$ cat src/sv/mlbs_pkg.sv
// Package for the modem link bring-up sequencer: event codes, sequencer states,
// command codes, field widths and the command lookup function.
// No dependencies.
package mlbs_pkg;

   // Field widths
   localparam int OpWidth      = 3;
   localparam int MstatWidth   = 3;
   localparam int ByteWidth    = 8;
   localparam int CmdWidth     = 4;
   localparam int FidWidth     = 4;
   localparam int LinkWidth    = 2;
   localparam int TimerWidth   = 16;
   localparam int CsrIdxWidth  = 2;
   localparam int ReqDataWidth = 16;
   localparam int RspDataWidth = 32;

   // Event codes carried with each input transfer
   typedef enum logic [OpWidth-1:0] {
      OP_TICK      = 3'd0,
      OP_MSTATUS   = 3'd1,
      OP_AT_RESP   = 3'd2,
      OP_OTHER     = 3'd3,
      OP_SERVICE   = 3'd4,
      OP_RESTART   = 3'd5,
      OP_MARK_SENT = 3'd6
   } op_type;

   // Modem status codes
   localparam logic [MstatWidth-1:0] MS_ASSOC    = 3'd0;
   localparam logic [MstatWidth-1:0] MS_STARTED  = 3'd1;
   localparam logic [MstatWidth-1:0] MS_DISASSOC = 3'd2;
   localparam logic [MstatWidth-1:0] MS_HW_RESET = 3'd3;
   localparam logic [MstatWidth-1:0] MS_WD_RESET = 3'd4;

   // Commands issued to the modem
   typedef enum logic [CmdWidth-1:0] {
      CMD_NONE = 4'd0,
      CMD_NI   = 4'd1,
      CMD_JV   = 4'd2,
      CMD_JN   = 4'd3,
      CMD_NW   = 4'd4,
      CMD_WR   = 4'd5,
      CMD_FR   = 4'd6,
      CMD_CH   = 4'd7,
      CMD_DB   = 4'd8
   } cmd_type;

   // Link status codes
   typedef enum logic [LinkWidth-1:0] {
      LINK_INIT      = 2'd0,
      LINK_READY     = 2'd1,
      LINK_RESETTING = 2'd2
   } link_type;

   // Configuration register indexes
   localparam logic [CsrIdxWidth-1:0] CSR_CMD_TIMEOUT     = 2'd0;
   localparam logic [CsrIdxWidth-1:0] CSR_RESTART_TIMEOUT = 2'd1;
   localparam logic [CsrIdxWidth-1:0] CSR_STATUS_PERIOD   = 2'd2;

   // Reset values of the configuration registers
   localparam logic [TimerWidth-1:0] CmdTimeoutReset     = 16'd100;
   localparam logic [TimerWidth-1:0] RestartTimeoutReset = 16'd1000;
   localparam logic [TimerWidth-1:0] StatusPeriodReset   = 16'd1000;

   // Sequencer states; send states are even, awaiting states odd
   typedef enum logic [4:0] {
      ST_SEND_NI1 = 5'd0,
      ST_NI_SENT1 = 5'd1,
      ST_SEND_JV  = 5'd2,
      ST_JV_SENT  = 5'd3,
      ST_SEND_JN  = 5'd4,
      ST_JN_SENT  = 5'd5,
      ST_SEND_NW  = 5'd6,
      ST_NW_SENT  = 5'd7,
      ST_SEND_WR  = 5'd8,
      ST_WR_SENT  = 5'd9,
      ST_SEND_NI2 = 5'd10,
      ST_NI_SENT2 = 5'd11,
      ST_SEND_FR  = 5'd12,
      ST_FR_SENT  = 5'd13,
      ST_SEND_CH  = 5'd14,
      ST_CH_SENT  = 5'd15,
      ST_SEND_DB  = 5'd16,
      ST_DB_SENT  = 5'd17,
      ST_RESET    = 5'd18,
      ST_READY    = 5'd19
   } seq_type;

   // Command for a send state; CMD_NONE for any other state
   function automatic cmd_type cmd_of(seq_type s);
      cmd_type c;
      case (s)
         ST_SEND_NI1: c = CMD_NI;
         ST_SEND_JV:  c = CMD_JV;
         ST_SEND_JN:  c = CMD_JN;
         ST_SEND_NW:  c = CMD_NW;
         ST_SEND_WR:  c = CMD_WR;
         ST_SEND_NI2: c = CMD_NI;
         ST_SEND_FR:  c = CMD_FR;
         ST_SEND_CH:  c = CMD_CH;
         ST_SEND_DB:  c = CMD_DB;
         default:     c = CMD_NONE;
      endcase
      return c;
   endfunction

   // Link status reported for a state
   function automatic link_type link_of(seq_type s);
      link_type l;
      case (s)
         ST_SEND_NI1: l = LINK_INIT;
         ST_SEND_CH,
         ST_CH_SENT,
         ST_SEND_DB,
         ST_DB_SENT,
         ST_READY:    l = LINK_READY;
         default:     l = LINK_RESETTING;
      endcase
      return l;
   endfunction

endpackage

$ cat src/sv/modem_link_bringup_sequencer.sv
// Modem link bring-up sequencer: stream in events, stream out one result each.
// Depends on mlbs_pkg.
//
// Each accepted event yields exactly one result transfer. The block takes one
// event per clock cycle when the result side keeps up; an event waits in the
// input register and is evaluated against the sequencer state on its way into
// the result register, which holds the result until it is taken. The state
// update is a single combinational pass per event, which sets the one-per-cycle
// figure. Configuration writes take effect on the next cycle and are meant to
// happen while no event is in flight.
module modem_link_bringup_sequencer
   import mlbs_pkg::*;
(
   input  logic                     clock,
   input  logic                     reset,
   // Event input
   input  logic                     req_tvalid,
   output logic                     req_tready,
   input  logic [ReqDataWidth-1:0]  req_tdata,  // modem_status[2:0], resp_byte[10:3], zero
   input  logic [OpWidth-1:0]       req_tuser,  // op[2:0]
   // Result output
   output logic                     rsp_tvalid,
   input  logic                     rsp_tready,
   output logic [RspDataWidth-1:0]  rsp_tdata,  // send_cmd[3:0], frame_id[7:4],
                                                // cmd_arg[8], link_state[10:9],
                                                // op_channel[18:11], rssi[26:19], zero
   // Configuration writes
   input  logic                     csr_wr_en,
   input  logic [CsrIdxWidth-1:0]   csr_index,
   input  logic [TimerWidth-1:0]    csr_wdata
);

   // Configuration registers
   logic [TimerWidth-1:0] cmd_timeout_ff, restart_timeout_ff, status_period_ff;

   // Input register
   logic                  in_valid_ff;
   logic [OpWidth-1:0]    in_op_ff;
   logic [MstatWidth-1:0] in_mstat_ff;
   logic [ByteWidth-1:0]  in_byte_ff;

   // Sequencer state
   seq_type               seq_ff, seq_in;
   logic [TimerWidth-1:0] cmd_timer_ff, cmd_timer_in;
   logic [TimerWidth-1:0] status_timer_ff, status_timer_in;
   logic [ByteWidth-1:0]  channel_ff, channel_in;
   logic [ByteWidth-1:0]  strength_ff, strength_in;

   // Result register
   logic                  out_valid_ff;
   cmd_type               out_cmd_ff, cmd_in;
   logic [FidWidth-1:0]   out_fid_ff, fid_in;
   logic                  out_arg_ff, arg_in;
   link_type              out_link_ff;

   logic                  out_free;
   logic                  advance;
   logic [TimerWidth-1:0] cmd_timer_dec;

   // Handshake: result stage frees when empty or drained, input moves when it can
   assign out_free   = !out_valid_ff || rsp_tready;
   assign advance    = in_valid_ff && out_free;
   assign req_tready = !in_valid_ff || out_free;

   assign rsp_tvalid = out_valid_ff;
   assign rsp_tdata  = {5'd0, strength_ff, channel_ff, out_link_ff, out_arg_ff,
                        out_fid_ff, out_cmd_ff};

   // Configuration writes; indexes beyond the list are dropped
   always_ff @(posedge clock) begin
      if (reset) begin
         cmd_timeout_ff     <= CmdTimeoutReset;
         restart_timeout_ff <= RestartTimeoutReset;
         status_period_ff   <= StatusPeriodReset;
      end else if (csr_wr_en) begin
         case (csr_index)
            CSR_CMD_TIMEOUT:     cmd_timeout_ff     <= csr_wdata;
            CSR_RESTART_TIMEOUT: restart_timeout_ff <= csr_wdata;
            CSR_STATUS_PERIOD:   status_period_ff   <= csr_wdata;
            default: ;
         endcase
      end
   end

   // Capture an input transfer
   always_ff @(posedge clock) begin
      if (reset) begin
         in_valid_ff <= 1'b0;
      end else if (req_tready) begin
         in_valid_ff <= req_tvalid;
      end
   end

   always_ff @(posedge clock) begin
      if (req_tready && req_tvalid) begin
         in_op_ff    <= req_tuser;
         in_mstat_ff <= req_tdata[2:0];
         in_byte_ff  <= req_tdata[10:3];
      end
   end

   assign cmd_timer_dec = cmd_timer_ff - 16'd1;

   // Evaluate one event against the sequencer state
   always_comb begin
      seq_in          = seq_ff;
      cmd_timer_in    = cmd_timer_ff;
      status_timer_in = status_timer_ff;
      channel_in      = channel_ff;
      strength_in     = strength_ff;
      cmd_in          = CMD_NONE;
      fid_in          = '0;
      arg_in          = 1'b0;

      case (op_type'(in_op_ff))
         OP_TICK: begin
            // Count down the command timeout, restart on expiry
            if (cmd_timer_ff != '0) begin
               cmd_timer_in = cmd_timer_dec;
               if (cmd_timer_dec == '0) begin
                  seq_in = ST_SEND_NI1;
               end
            end
            // Periodic strength read
            if (status_timer_ff != '0) begin
               if (status_timer_ff == 16'd1) begin
                  seq_in          = ST_SEND_DB;
                  status_timer_in = '0;
               end else begin
                  status_timer_in = status_timer_ff - 16'd1;
               end
            end
         end
         OP_MSTATUS: begin
            if (in_mstat_ff == MS_ASSOC || in_mstat_ff == MS_STARTED) begin
               seq_in       = ST_SEND_CH;
               cmd_timer_in = '0;
            end else if (in_mstat_ff == MS_DISASSOC || in_mstat_ff == MS_HW_RESET ||
                         in_mstat_ff == MS_WD_RESET) begin
               seq_in          = ST_RESET;
               cmd_timer_in    = '0;
               status_timer_in = '0;
            end
         end
         OP_AT_RESP: begin
            case (seq_ff)
               ST_NI_SENT1, ST_JV_SENT, ST_JN_SENT,
               ST_NW_SENT, ST_WR_SENT, ST_NI_SENT2: begin
                  seq_in       = seq_type'(seq_ff + 5'd1);
                  cmd_timer_in = '0;
               end
               ST_CH_SENT: begin
                  channel_in   = in_byte_ff;
                  seq_in       = ST_SEND_DB;
                  cmd_timer_in = '0;
               end
               ST_DB_SENT: begin
                  strength_in     = in_byte_ff;
                  seq_in          = ST_READY;
                  cmd_timer_in    = '0;
                  status_timer_in = status_period_ff;
               end
               default: ;
            endcase
         end
         OP_SERVICE: begin
            // Issue the command of a send state and arm its timeout
            if (seq_ff <= ST_SEND_DB && !seq_ff[0]) begin
               cmd_in       = cmd_of(seq_ff);
               fid_in       = FidWidth'(seq_ff[4:1]) + 4'd1;
               arg_in       = (seq_ff == ST_SEND_JV) || (seq_ff == ST_SEND_JN) ||
                              (seq_ff == ST_SEND_NW);
               cmd_timer_in = (seq_ff == ST_SEND_FR) ? restart_timeout_ff : cmd_timeout_ff;
               seq_in       = seq_type'(seq_ff + 5'd1);
            end
         end
         OP_RESTART:   seq_in = ST_SEND_NI1;
         OP_MARK_SENT: seq_in = ST_NI_SENT1;
         default: ;
      endcase
   end

   // Commit state when an event moves into the result register
   always_ff @(posedge clock) begin
      if (reset) begin
         seq_ff          <= ST_SEND_NI1;
         cmd_timer_ff    <= '0;
         status_timer_ff <= '0;
         channel_ff      <= '0;
         strength_ff     <= '0;
      end else if (advance) begin
         seq_ff          <= seq_in;
         cmd_timer_ff    <= cmd_timer_in;
         status_timer_ff <= status_timer_in;
         channel_ff      <= channel_in;
         strength_ff     <= strength_in;
      end
   end

   // Result register
   always_ff @(posedge clock) begin
      if (reset) begin
         out_valid_ff <= 1'b0;
      end else if (out_free) begin
         out_valid_ff <= in_valid_ff;
      end
   end

   always_ff @(posedge clock) begin
      if (advance) begin
         out_cmd_ff  <= cmd_in;
         out_fid_ff  <= fid_in;
         out_arg_ff  <= arg_in;
         out_link_ff <= link_of(seq_in);
      end
   end

endmodule
$ cat config.mk
export PLATFORM = sky130hd
export DESIGN_NAME = modem_link_bringup_sequencer
export DESIGN_NICKNAME = d
export VERILOG_FILES = /design/src/sv/mlbs_pkg.sv /design/src/sv/modem_link_bringup_sequencer.sv
export SDC_FILE = /design/constraint.sdc
export NUM_CORES = 1
export LEC_CHECK = 0
export BUFFER_PORTS_ARGS = -buffer_cell sky130_fd_sc_hd__buf_4
export CAP_MARGIN = 20
export CORE_MARGIN = 4
export CORE_UTILIZATION = 30
export CTS_CLUSTER_DIAMETER = 80
export CTS_CLUSTER_SIZE = 25
export DETAILED_ROUTE_END_ITERATION = 16
export PLACE_DENSITY = 0.46
export REMOVE_ABC_BUFFERS = 1
export SLEW_MARGIN = 30
export SYNTH_ARGS = -nofsm -noshare
export SYNTH_HDL_FRONTEND = slang
export SYNTH_SLANG_ARGS = --single-unit
export TNS_END_PERCENT = 30
$ cat constraint.sdc
create_clock -name clock -period 3 [get_ports clock]
set_input_delay 0.45 -clock clock [delete_from_list [all_inputs] [get_ports clock]]
set_output_delay 0.45 -clock clock [all_outputs]
set_load 0.01 [all_outputs]
==> flow_summary.ini <==
[synthesis]
synth_mux_area_share_pct = 5.679
syn_area_per_cell_um2 = 8.352
synth_xor_area_share_pct = 0.9339
synth-seq-area-share_pct = 42.84
ys_top_cells_by_area = dfxtp_1, edfxtp_1, nand2_1
synth_top_area_share_pct = 31.41
synth_edf_count = 25
synth_compound_area_share_pct = 19.61
synth_area_leader_cell = dfxtp_1
synthAdderAreaFrac_pct = 1.906
synth_ff_type = dfxtp_1
ys_seq_elements = 128
netlist_instances = 786
syn_area_um2 = 6565
synth-simple-area-share_pct = 23.58
yosys_warnings = 0
synth_top_family_by_area = simple AND/OR/NAND/NOR gates
synth-async-reset-ratio_pct = 0
synth.distinct_cells = 75

[pwr]
power.switching_w = 0.001261
comb_power_share_pct = 14.9
pwr-share-seq_pct = 40.6
power_density_nw_per_um2 = 576.6
pwr-share-clk_pct = 44.5
p_int_w = 0.003350
vdd_ir_drop_max_mv = 0.4095
p_leak_nw = 3.263
netSwitchingFraction_pct = 27.35

[layout]
fin_nets = 899
area_growth_pct = 21.84
antenna_cells = 0
finalInstanceArea_um2 = 7999
drive_above_1_share_pct = 18.02

[critical_path]
start_kind = flip-flop
crit_buf_inv = 2
cp_cell_sequence = inv_1 > ha_1 > or4b_1 > xnor2_1 > o31ai_1 > nand4_1 > buf_4 > nor3_2 > a2bb2oi_2 > mux2i_1 > a2bb2oi_1
cp_max_fo = 4
crit_required_ns = 3.17
cp-end-kind = flip-flop
slowest_stage = or4b_1
critical_path.max_stage_delay_ns = 0.50
crit_type = flip-flop to flip-flop
crit_family = simple AND/OR/NAND/NOR gates
critPathArrivalTime_ns = 3.00

[timing]
period_needed_ns = 2.833
final_max_slew_viol_count = 0
rsz0062_at_grt = false
setup_ws_ns = 0.1666
fin_crit_sh_pct = 94.45
max-slew-margin-rel_pct = 48.51
fmax_mhz = 352.9
worst_slew_pin_slew_ns = 0.7665
hold_violations = 0
setup_viol = 0
fin_hold_ws_ns = 0.1968
skew_ns = 0.01840

[drt]
drc = 0
wl_um = 17910
drtAntennaViolNets = 0
drt_iter0_drc = 389
drt_pre_antenna_iters = 5
wl_per_cell_um = 15.78
avgViaCountPerCell = 5.045
vias = 5726

[status]
status = finished, final reports clean

[place]
post-dp-hpwl_um = 12740
pre_cts_ws_ns = 0.09869
dpl-instance-area_um2 = 7393
gp_congestion = 0.8245
io_buffers = 65

[cts]
htree_levels = 4
clock_path_buffers = 2
cts_root_buf = clkbuf_16
hold_buffers = 0
clock_sinks = 128
worst_skew_pair.late_latency_ns = 0.42
numCtsBuffers = 17
cts_tree = yes
path_clk_slew_ns = 0.06

[grt]
antenna_found_initial = 0
grt_overflow = 0
grt_max_degree = 58
grt_pass1_wl_um = 28640
grt_pass1_vias = 5409
grt.total_usage_pct = 14.80

[floorplanning]
coreArea_um2 = 21290
io_pins = 76
rows = 53
die_height_um = 155.9
dieArea_um2 = 24310
start_util_pct = 30.84
die_x_um = 155.9

[hold_path]
hold_path_class = input pin to flip-flop

[run]
maxCapViolations = 0
cell usage in the layout, fill, tap and decap left out, types with 12 or more instances in the layout:
master,instances
nand2_1,127
dfxtp_1,103
buf_4,96
nor2_1,94
a21oi_1,57
o21ai_0,48
mux2i_1,35
edfxtp_1,25
a22oi_1,21
nor3_1,20
nand3b_1,18
clkbuf_16,17
inv_1,13
nand3_1,12
synth_stat cells, drive strengths merged (2+ instances only):
cell	number
mux2i	35
a21o	3
o31ai	8
a21oi	58
dfxtp	103
nand2	127
xor2	3
o21a	3
edfxtp	25
o221ai	2
ha	10
a211oi	10
nand4	7
nor3b	7
o2bb2ai	4
nand3	12
nor2	94
a21boi	2
or3	12
o41ai	3
nor3	25
buf	15
a31oi	3
o21ai	51
nor2b	4
o22ai	10
o211ai	2
xnor2	4
mux2	2
nand3b	18
o32ai	4
a22o	5
a22oi	21
o2111ai	2
inv	14
and3	4
a2bb2oi	3
and3b	2
clkbuf	45
nor4	6
or3b	2
flip-flops by register name, indices dropped and copies added (netlist names):
register and flops:
out_arg_ff 1, rsp_tvalid 1, seq_ff 5, out_fid_ff 4, in_op_ff 3, restart_timeout_ff 16
in_byte_ff 8, cmd_timer_ff 16, cmd_timeout_ff 16, status_period_ff 16, out_link_ff 2, channel_ff 8
status_timer_ff 16, in_mstat_ff 3, out_cmd_ff 4, strength_ff 8, in_valid_ff 1
cell type report:
| class | instances | area [um^2] |
|---|---|---|
| Timing Repair Buffer | 98 | 760.7 |
| Inverter | 15 | 56.30 |
| Tap cell | 275 | 344.1 |
| Clock inverter | 13 | 132.6 |
| Clock buffer | 19 | 442.9 |
| Fill cell | 2222 | 13290 |
| Sequential cell | 128 | 2813 |
| Multi-Input combinational cell | 587 | 3450 |
per-layer routing:
layer | track usage (%) | up-vias | part of all wire (%)
met2 | 23.59 | 106 | 47
li1 | - | 2924 | -
met1 | 20.03 | 2682 | 48
met3 | 3.079 | 14 | 3.8
met5 | 0 | - | 0
met4 | 4.919 | 0 | 1.1
stage by stage:
step / power (W) / cells / utilization, % / TNS (ns)
CTS: 0.004675 / 1134 / 37.44 / 0
detailed placement: 0.002595 / 1102 / 34.73 / 0
floorplan: 0.002336 / 730 / - / -4.840
finish: 0.004612 / 1135 / 37.58 / 0
global placement: 0.002601 / 1102 / 34.73 / 0
global route: 0.004835 / 1135 / 37.58 / 0
final timing paths:
kind                                       start  cells past startpoint  slack (ns)                                  end
max                 cmd_timer_ff[1]$_SDFFE_PP0P_                     11        0.17             out_link_ff[1]$_DFFE_PP_
min                                 req_tdata[9]                      1        0.20              in_byte_ff[6]$_DFFE_PP_
max reg2reg         cmd_timer_ff[1]$_SDFFE_PP0P_                     11        0.17             out_link_ff[1]$_DFFE_PP_
min reg2reg  restart_timeout_ff[14]$_SDFFE_PP0P_                      2        0.45  restart_timeout_ff[14]$_SDFFE_PP0P_
cell families (layout without fill, tap and decap cells):
logic type	after synthesis	after routing
simple gates	328	328
mux	37	37
buf+inv	75	145
fa+ha+maj	10	10
other cells	1	5
xor+xnor	7	7
compound gates	200	200
flops	128	128
power by group through the flow:
stage / logic (W) / registers, W / clock network (W)
global placement: 0.000691 / 0.00191 / 0
global route: 0.000768 / 0.00188 / 0.00219
CTS: 0.000689 / 0.00187 / 0.00211
floorplan: 0.000427 / 0.00191 / 0
detailed placement: 0.000686 / 0.00191 / 0
finish: 0.000687 / 0.00187 / 0.00205
timing repair:
action                     CTS  global route
setup buffers                0             1
gates resized for setup      0             4
setup endpoints to repair    0             2
hold endpoints to repair     0             0
Note: power is estimated with default switching activity, not from simulation.
